**src/hdl/dth_pkg.sv**
```systemverilog
// ----------------------------------------------------------------------------
// Deadline heap timer package
// Shared codes, widths, sequencer states and the result record.
// ----------------------------------------------------------------------------
`default_nettype none

package dth_pkg;

  localparam int DL_W     = 48;
  localparam int TMO_W    = 32;
  localparam int ID_W     = 10;
  localparam int MAX_FIRE = 32;
  localparam int FIRE_W   = 6;

  localparam logic [2:0] OP_ADD    = 3'd0;
  localparam logic [2:0] OP_PUSH   = 3'd1;
  localparam logic [2:0] OP_FIRE   = 3'd2;
  localparam logic [2:0] OP_EXPIRE = 3'd3;
  localparam logic [2:0] OP_WAIT   = 3'd4;
  localparam logic [2:0] OP_CLEAR  = 3'd5;

  localparam logic [1:0] K_FIRED = 2'd0;
  localparam logic [1:0] K_WAIT  = 2'd1;
  localparam logic [1:0] K_DONE  = 2'd2;
  localparam logic [1:0] K_ERROR = 2'd3;

  localparam logic [1:0] ERR_NONE    = 2'd0;
  localparam logic [1:0] ERR_UNKNOWN = 2'd1;
  localparam logic [1:0] ERR_FULL    = 2'd2;

  typedef enum logic [4:0] {
    S_INIT, S_IDLE, S_LOOK, S_RM, S_RM_LD, S_DN0, S_DN1, S_DN2, S_DN3,
    S_UP0, S_UP1, S_FIN, S_POST, S_EXP0, S_EXP1, S_WT0, S_WT1,
    S_CLR0, S_CLR1, S_END, S_OUT
  } state_t;

  typedef struct packed {
    logic [1:0]       kind;
    logic [ID_W-1:0]  id;
    logic [TMO_W-1:0] wait_ms;
    logic [1:0]       err;
    logic             last;
  } res_t;

endpackage

`default_nettype wire

```
**src/hdl/dth_sub_unit.sv**
```systemverilog
// ----------------------------------------------------------------------------
// Shared deadline subtractor
// Difference and borrow of two deadlines; serves every deadline compare.
// ----------------------------------------------------------------------------
`default_nettype none

module dth_sub_unit
  import dth_pkg::*;
(
  input  wire logic [DL_W-1:0] a,
  input  wire logic [DL_W-1:0] b,
  output      logic [DL_W-1:0] diff,
  output      logic            borrow
);

  assign {borrow, diff} = {1'b0, a} - {1'b0, b};

endmodule

`default_nettype wire

```
**config.mk**
```make
export PLATFORM = sky130hd
export DESIGN_NAME = dth_sub_unit
export DESIGN_NICKNAME = d
export VERILOG_FILES = /design/src/hdl/dth_pkg.sv /design/src/hdl/dth_sub_unit.sv
export SDC_FILE = /design/constraint.sdc
export NUM_CORES = 1
export LEC_CHECK = 0
export ABC_AREA = 1
export BUFFER_PORTS_ARGS = -buffer_cell sky130_fd_sc_hd__buf_2
export CAP_MARGIN = 20
export CORE_MARGIN = 1
export CORE_UTILIZATION = 47
export DETAILED_ROUTE_END_ITERATION = 8
export PLACE_DENSITY_LB_ADDON = 0.12
export SLEW_MARGIN = 0
export SYNTH_ARGS = -nofsm -noshare
export SYNTH_HDL_FRONTEND = slang
export SYNTH_SLANG_ARGS = --single-unit
```
**constraint.sdc**
```tcl
create_clock -name vclk -period 2.85
set_clock_uncertainty 0.2 [all_clocks]
set_input_delay 0.4275 -clock vclk [all_inputs]
set_output_delay 0.4275 -clock vclk [all_outputs]
set_load 0.02 [all_outputs]
```
# Yosys cells after proc, flatten, opt, wreduce, memory -nomap -nowiden
# Index checks and enable logic that the tools add are counted.
# op_classes
shift	0
n_div	0
reduce_logical	0
mux	0
addsub	1
order_cmp	0
eq_ne	0
n_bitwise	0
n_mul	0
# op_table
operator	count
$sub A48 B48 Y49	1
# word_totals
latchBits	0
mem_bits_rw	0
regBits	0
memories	0
rom_bits	0
word_cells	1

# Longest topological paths before layout
# Gate-level depths: netlist of run 1.
# depth
ltp_word	1
depth_mapped	14
depth_no_buf	14

# Worst setup path after synthesis of run 1
# OpenSTA, ideal clock, no wires.
# synth_path
path_type	input to output
from	in a[0]
to	out diff[16]
arrival_time_ns	1.955
setup_slack_ns	0.267
path_buffers	0
cell_stages	11
cell_sequence	inv_1 ha_1 fa_1 inv_1 nand2_1 nand2_1 nand3_1 nand2_1 nand3_1 nand2_2 xor2_1
# synth_between
elab_chain_cells	1
# synth_rtl
element	line	source
start, declared	dth_sub_unit.sv:10	input wire logic [DL_W-1:0] a,
$sub A48 B48 Y49	dth_sub_unit.sv:16	assign {borrow, diff} = {1'b0, a} - {1'b0, b};
end, declared	dth_sub_unit.sv:12	output logic [DL_W-1:0] diff,
# Every way passes these cells.

# Worst setup path after layout of run 1
# layout_path
from	in a[7]
to	out borrow
# layout_between
elab_chain_cells	1
# layout_rtl
element	line	source
$sub A48 B48 Y49	dth_sub_unit.sv:16	
end, declared	dth_sub_unit.sv:13	output logic borrow
# Every way passes these cells.

==> results_dict.tcl, run 1 <==
set metrics [dict create \
    critPathMaxStageDelay_ns 0.37 \
    outcome "completed" \
    numPortBuffers 145 \
    fin_crit_sh_pct 96.78 \
    critPathRequiredTime_ns 2.22 \
    vdd_drop_max_uv 133.1 \
    fin_crit_ns 2.758 \
    synthCells 968 \
    grt_max_degree 7 \
    crit_type "in2out" \
    fill_cells 1079 \
    leakagePower_uw 0.003855 \
    dieArea_um2 10210 \
    maxCapViolations 0 \
    fmax_mhz 362.5 \
    final_common_cell "nand2_1" \
    syn_to_final_growth_pct 25.61 \
    power_density_nw_per_um2 237.6 \
    overflow 0 \
    yosysSeqAreaShare_pct 0 \
    antenna_cells 0 \
    num_rows 35 \
    grt_pass1_vias 4928 \
    fin_hold_ws_ns 1.026 \
    critPathCaptureType "output pin" \
    num_vias 5782 \
    nFlopsAndLatches 0 \
    final_antenna_net_count 0 \
    yosys.area.top_type "nand2_1" \
    grt_pass1_wl_um 22800 \
    wl_per_cell_um 11.51 \
    hold_viol 0 \
    whs_path_depth 4 \
    syn-mean-instance-area_um2 4.764 \
    gp_congestion 1.003 \
    pre_cts_slack_ns -0.02924 \
    crit_path_top_delay_cell "ha_1" \
    synthDistinctLibCells 29 \
    core_area_um2 9371 \
    ff_latch_area_um2 0 \
    dr.first_iter.drc_count 313 \
    multi_input_area_um2 3786 \
    nNetsFinal 1271 \
    cts_hold_buffers 0 \
    slew_violations 0 \
    cp_cell_sequence "buf_2, ha_1, nand2_1, inv_1, a21oi_1, nand2_2, nand3_1, nand2_2, and3_1, nor2_1, buf_2" \
    finalSetupTns_ns 0 \
    boundaryPins 145 \
    final_cell_mix "nand2_1 (382), inv_1 (267), buf_2 (143)" \
    worst_slack_ns 0.09173 \
    drtPass1Iterations 5 \
    hpwl_um 12960 \
    holdPathEnd "diff[0]" \
    layout.cells.non_filler 1253 \
    rsz0062_at_grt "true" \
    hp-start "b[0]" \
    placed_cells 1249 \
    max_slew_margin_pct 76.49 \
    critical_path.max_fanout 4 \
    drive_gt1_share_pct 25.80 \
    synth_area_um2 4612 \
    wirelength_um 14420 \
    die_x_um 101.1 \
    start_util_pct 49.21 \
    viasPerCell 4.615 \
    gr-usage-all-layers_pct 27.89 \
    final-setup-viol-count 0 \
    remaining_drc_errors 0 \
    tightest_slew_ns 0.3520 \
    hold_class "in2out" \
    yosysTopAreaCellShare_pct 31.99 \
    start_kind "input pin" \
    synthTopCellsByArea "nand2_1 (32%), inv_1 (22%), ha_1 (13%)" \
    antenna_found_initial 0 \
    arrival_ns 2.13 \
    die_height_um 101.1 \
    nClkBuffers 0 \
    syn-num-nets 1113 \
    ys_warn_count 0 \
]
critical path, delay by kind of cell:
family,cells,cell delay [ns]
adder cells (fa/ha/maj),1,0.37
buffers and inverters,3,0.36
AO/OA/AOI/OAI,1,0.20
AND/OR/NAND/NOR,6,0.76
logic make-up after synthesis:
| logic type | Yosys count | synth area share (%) |
|---|---|---|
| compound gates | 34 | 4.015 |
| xor+xnor | 25 | 4.748 |
| fa+ha+maj | 49 | 13.46 |
| buf+inv | 275 | 22.38 |
| simple gates | 585 | 55.40 |
where the power goes:
part           switching [uW]  internal (uW)  total (uW)  leakage (uW)
registers                   0              0           0             0
logic                     883            493        1380       0.00385
clock network               0              0           0             0
total                     883            493        1380       0.00385
layer usage:
metal  GRT usage (%)  wire, um
met3           2.150       993
met2           46.10      6342
met4          0.6689        90
met5               0         0
met1           41.19      6991
worst max-delay path by stage:
stage	to	slack, ns	depth (start not counted)	from
6_report	borrow	0.09	11	a[7]
5_1_grt	diff[44]	-0.03	13	b[14]
3_3_place_gp	diff[16]	0.004	13	a[0]
2_1_floorplan	diff[16]	0.27	11	a[0]
3_5_place_dp	diff[32]	-0.03	16	a[0]
4_1_cts	diff[32]	0.03	16	a[0]
cells in the mapped netlist:
library cell and n:
or2_1 2, a21o_1 1, nand3b_1 2, nand3_1 36, nor2b_1 1, o211ai_1 1
nor3_1 3, and3_1 1, nor2_4 6, o21bai_1 4, nor4_1 2, nor2_2 28
and2_1 3, nand3_2 8, and2_2 1, inv_1 268, o21ai_0 1, nor3_2 3
fa_1 1, nor2_1 60, nand4_1 11, ha_1 48, nand2_1 393, nand2_2 24
a21oi_1 27, and2_4 1, inv_2 7, xnor2_1 1, xor2_1 24
area by class of cell:
type	instances	share of cell area, %
repair buffers	156	14.04
well taps	129	2.786
inverters	275	17.82
multi-input cells	693	65.36
per-stage QoR:
stage / instance area [um2] / total power, uW / util (%)
2_1_floorplan: 4612 / 891.8 / -
3_3_place_gp: 5552 / 1295 / 59.24
3_5_place_dp: 5552 / 1299 / 59.24
4_1_cts: 5554 / 1304 / 59.27
5_1_grt: 5793 / 1521 / 61.82
6_report: 5793 / 1376 / 61.82
what timing repair did:
action	in CTS	in global routing
buffers inserted	0	4
pin swaps	0	7
gates cloned	0	0
resized for setup	1	65
endpoints found under the setup margin	4	23
Power figures use the tool's default switching activity.
==> inputs of run 2 (changes only) <==
--- a/config.mk
+++ b/config.mk
@@ -9,7 +9,7 @@
 export BUFFER_PORTS_ARGS = -buffer_cell sky130_fd_sc_hd__buf_2
 export CAP_MARGIN = 20
 export CORE_MARGIN = 1
-export CORE_UTILIZATION = 47
+export CORE_UTILIZATION = 51
 export DETAILED_ROUTE_END_ITERATION = 8
 export PLACE_DENSITY_LB_ADDON = 0.12
 export SLEW_MARGIN = 0
==> run 2 against run 1 <==
  * Maximum frequency is 0.11% higher
  * Critical path type unchanged
  * Global-route usage is 1.9 points higher
  * Largest cell class unchanged
  * Total power is 1.8% lower
==> results_dict.tcl, run 2 (same netlist as run 1, synthesis figures left out) <==
set metrics [dict create \
    core_area_um2 8721 \
    dr.first_iter.drc_count 357 \
    start_util_pct 52.88 \
    hold_class "in2out" \
    finalSetupTns_ns 0 \
    hpwl_um 12840 \
    worst_slack_ns 0.09488 \
    drtPass1Iterations 6 \
    crit_type "in2out" \
    grt_pass1_wl_um 23370 \
    dieArea_um2 9427 \
    dpl_cell_area_um2 5540 \
    crit_path_top_delay_cell "ha_1" \
    critPathMaxStageDelay_ns 0.38 \
    remaining_drc_errors 0 \
    tightest_slew_ns 0.2939 \
    power_density_nw_per_um2 239.2 \
    ff_latch_area_um2 0 \
    path_common_cell "nand2_1" \
    maxCapViolations 0 \
    numPortBuffers 145 \
    pre_cts_slack_ns -0.02840 \
    seq_power_share_pct 0 \
    grt_pass1_vias 5096 \
    cts_hold_buffers 0 \
    fin_crit_sh_pct 96.67 \
    critPathCaptureType "output pin" \
    max_slew_margin_pct 80.36 \
    p_clk_share_pct 0 \
    grt_max_degree 7 \
    critPathLaunch "b[3]" \
    wirelength_um 14170 \
    cp_cell_sequence "buf_2, inv_1, ha_1, nand2_1, nor2_1, nand2_1, nand3_1, nand2_1, a21oi_1, nor2_1, nand2_1, nand2_1, buf_2" \
    antenna_found_initial 0 \
    nFlopsAndLatches 0 \
    critical_path.max_fanout 5 \
    boundaryPins 145 \
    syn_to_final_growth_pct 22.54 \
    drive_gt1_share_pct 23.60 \
    slew_violations 0 \
    swShare_pct 64.73 \
    fill_cells 963 \
    p_sw_uw 875.1 \
    final_antenna_net_count 0 \
    outcome "completed" \
    crit_end "diff[29]" \
    leakagePower_uw 0.003861 \
    fin_crit_ns 2.755 \
    final_common_cell "nand2_1" \
    power_uw 1352 \
    vdd_drop_max_uv 120.3 \
    rsz0062_at_grt "true" \
    wl_per_cell_um 11.51 \
    final-setup-viol-count 0 \
    hold_viol 0 \
    num_vias 5855 \
    antenna_cells 0 \
    fin_hold_ws_ns 1.030 \
    die_x_um 97.10 \
    gr-usage-all-layers_pct 29.82 \
    p_comb_share_pct 100.0 \
    critPathRequiredTime_ns 2.22 \
    fmax_mhz 363.0 \
    start_kind "input pin" \
    arrival_ns 2.13 \
    num_rows 34 \
    viasPerCell 4.756 \
    die_height_um 97.10 \
    gp_congestion 0.9442 \
    nClkBuffers 0 \
    intPower_uw 476.9 \
    nNetsFinal 1270 \
    final_cell_mix "nand2_1 (390), inv_1 (267), buf_2 (143)" \
    overflow 0 \
    multi_input_area_um2 3675 \
    stdcell_area_um2 5652 \
]
run 2: changes by cell type in the layout (fill, tap and decap cells not counted), moves of 2 or more:
cell     previous run  this run
nor2_4             11         7
nand2_1           382       390
ha_1               18        33
buf_4              13        11
nor2_2             31        34
nand2_2            34        26
ha_2               27        15
ha_4                3         0
run 2: metal layers:
| layer | part of all wire [%] | GRT usage, % |
|---|---|---|
| met5 | 0 | 0 |
| met1 | 48 | 44.95 |
| met4 | 0.92 | 2.985 |
| met3 | 7.8 | 0.6475 |
| met2 | 43 | 48.65 |
run 2: power groups by stage:
stage	registers, uW	logic (uW)	clock network [uW]
final	0	1350	0
after global routing	0	1490	0
after CTS	0	1310	0
after detailed placement	0	1300	0
after global placement	0	1300	0
after floorplan	0	892	0
run 2: layout make-up:
class / count / share of cell area [%]
multi-input combinational: 693 / 65.02
timing repair buffer: 155 / 14.32
inverter: 275 / 18.26
tap: 108 / 2.391
run 2: critical path: cells and delay by family:
family / cells / cell delay (ns)
compound gates: 1 / 0.23
fa+ha+maj: 1 / 0.38
buf+inv: 3 / 0.26
simple gates: 8 / 0.80
run 2: metrics by stage:
stage,std cells,utilization (%)
after detailed placement,1230,63.53
after floorplan,968,-
after global routing,1231,64.81
final,1231,64.81
after CTS,1230,63.56
after global placement,1230,63.53
run 2: repair_timing:
item	CTS	global route
hold endpoints to repair	0	0
setup endpoints to repair	2	24
pin swaps	0	4
buffers inserted	0	1
gates resized for setup	1	36
gates cloned	0	0
run 2: worst min path at each step:
stage	startpoint	endpoint	slack [ns]	depth (start not counted)
finish	b[0]	diff[0]	1.03	4
global route	b[0]	diff[0]	1.05	4
CTS	b[0]	diff[0]	1.01	4
detailed placement	b[0]	diff[0]	1.01	4
global placement	b[0]	diff[0]	1.01	4
floorplan	b[0]	diff[0]	0.84	2
==> inputs of run 3 (changes only) <==
--- a/config.mk
+++ b/config.mk
@@ -12,6 +12,7 @@
 export CORE_UTILIZATION = 51
 export DETAILED_ROUTE_END_ITERATION = 8
 export PLACE_DENSITY_LB_ADDON = 0.12
+export RECOVER_POWER = 25
 export SLEW_MARGIN = 0
 export SYNTH_ARGS = -nofsm -noshare
 export SYNTH_HDL_FRONTEND = slang
==> run 3 against run 2 <==
  * Total power fell by 0.19%
  * Wire length hardly changed
  * Worst hold slack improved by 0.013 ns
  * Non-clock buffer count unchanged
  * Critical path depth unchanged
  * Count of clock-buffer cells in the layout unchanged
  * Cell count unchanged
==> results_dict.tcl, run 3 (same netlist as run 1, synthesis figures left out) <==
set metrics [dict create \
    outcome "completed" \
    num_vias 5867 \
    whs_path_depth 4 \
    fill_cells 966 \
    critPathRequiredTime_ns 2.22 \
    final-setup-viol-count 0 \
    final_cell_mix "nand2_1 (390), inv_1 (267), buf_2 (139)" \
    antenna_cells 0 \
    nNetsFinal 1270 \
    max_slew_margin_pct 80.37 \
    antenna_found_initial 0 \
    ff_latch_area_um2 0 \
    dr.first_iter.drc_count 356 \
    leakagePower_uw 0.003850 \
    die_x_um 97.10 \
    num_rows 34 \
    core_area_um2 8721 \
    fmax_mhz 364.7 \
    wl_per_cell_um 11.51 \
    final_common_cell "nand2_1" \
    remaining_drc_errors 0 \
    die_height_um 97.10 \
    power_density_nw_per_um2 239.0 \
    path_common_cell "nand2_1" \
    final_antenna_net_count 0 \
    maxCapViolations 0 \
    holdPathEnd "diff[0]" \
    critPathMaxStageDelay_ns 0.38 \
    overflow 0 \
    numPortBuffers 145 \
    hp-start "b[0]" \
    critical_path.max_fanout 5 \
    drive_gt1_share_pct 23.24 \
    worst_slack_ns 0.1083 \
    hold_class "in2out" \
    fin_hold_ws_ns 1.043 \
    vdd_drop_max_uv 120.2 \
    dpl_cell_area_um2 5540 \
    fin_crit_ns 2.742 \
    fin_crit_sh_pct 96.20 \
    stdcell_area_um2 5647 \
    gp_congestion 0.9442 \
    grt_pass1_wl_um 23370 \
    cp_cell_sequence "buf_2, inv_1, ha_1, nand2_1, nor2_1, nand2_1, nand3_1, nand2_1, a21oi_1, nor2_1, nand2_1, nand2_1, buf_2" \
    pre_cts_slack_ns -0.02840 \
    crit_path_top_delay_cell "ha_1" \
    slew_violations 0 \
    viasPerCell 4.766 \
    nClkBuffers 0 \
    hpwl_um 12840 \
    arrival_ns 2.11 \
    grt_max_degree 7 \
    gr-usage-all-layers_pct 29.82 \
    start_kind "input pin" \
    tightest_slew_ns 0.2938 \
    nFlopsAndLatches 0 \
    cts_hold_buffers 0 \
    boundaryPins 145 \
    syn_to_final_growth_pct 22.44 \
    drtPass1Iterations 5 \
    wirelength_um 14170 \
    dieArea_um2 9427 \
    start_util_pct 52.88 \
    hold_viol 0 \
    crit_type "in2out" \
    grt_pass1_vias 5096 \
    critPathCaptureType "output pin" \
    rsz0062_at_grt "true" \
    multi_input_area_um2 3675 \
]
==> run 3: cell types whose count changed in the layout (fill, tap and decap cells not counted), sizes merged <==
cell and change:
clkbuf +4, buf -4
==> run 3: metrics by stage <==
step                      total power (uW)  cells  utilization (%)  setup TNS [ns]
after floorplan                      891.8    968                -               0
after global placement                1298   1230            63.53               0
after detailed placement              1304   1230            63.53        -0.02840
after CTS                             1310   1230            63.56               0
after global routing                  1491   1231            64.75        -0.08930
final                                 1349   1231            64.75               0
==> run 3: power breakdown <==
part	switching [uW]	internal [uW]	leakage [uW]
sequential	0	0	0
combinational	875	474	0.00385
clock	0	0	0
==> run 3: worst max path at each step <==
stage | cells past startpoint | start | slack, ns | end
floorplan | 11 | a[0] | 0.27 | diff[16]
global placement | 16 | a[0] | 0.01 | diff[32]
detailed placement | 16 | a[0] | -0.03 | diff[32]
CTS | 16 | a[0] | 0.03 | diff[32]
global route | 13 | b[3] | -0.06 | diff[29]
finish | 13 | b[3] | 0.11 | diff[29]
==> run 3: timing repair <==
action	CTS	global route
hold endpoints to repair	0	0
resized for setup	1	36
gates cloned	0	0
setup buffers	0	1
pin swaps	0	4
setup endpoints to repair	2	24
==> run 3: critical path: cells and delay by family <==
kind	cells	cell delay, ns
compound gates	1	0.23
simple gates	8	0.80
buf+inv	3	0.26
fa+ha+maj	1	0.38
==> run 3: layout make-up <==
class	instances	area share [%]
multi-input combinational	693	65.08
inverter	275	18.28
timing repair buffer	155	14.25
tap	108	2.393
==> run 3: routing by layer <==
metal,global-route usage (%),vias up,share of wire (%)
met5,0,-,0
met4,2.985,0,0.91
met3,0.6475,9,7.7
met2,48.65,218,43
met1,44.95,2512,48
li1,-,3128,-
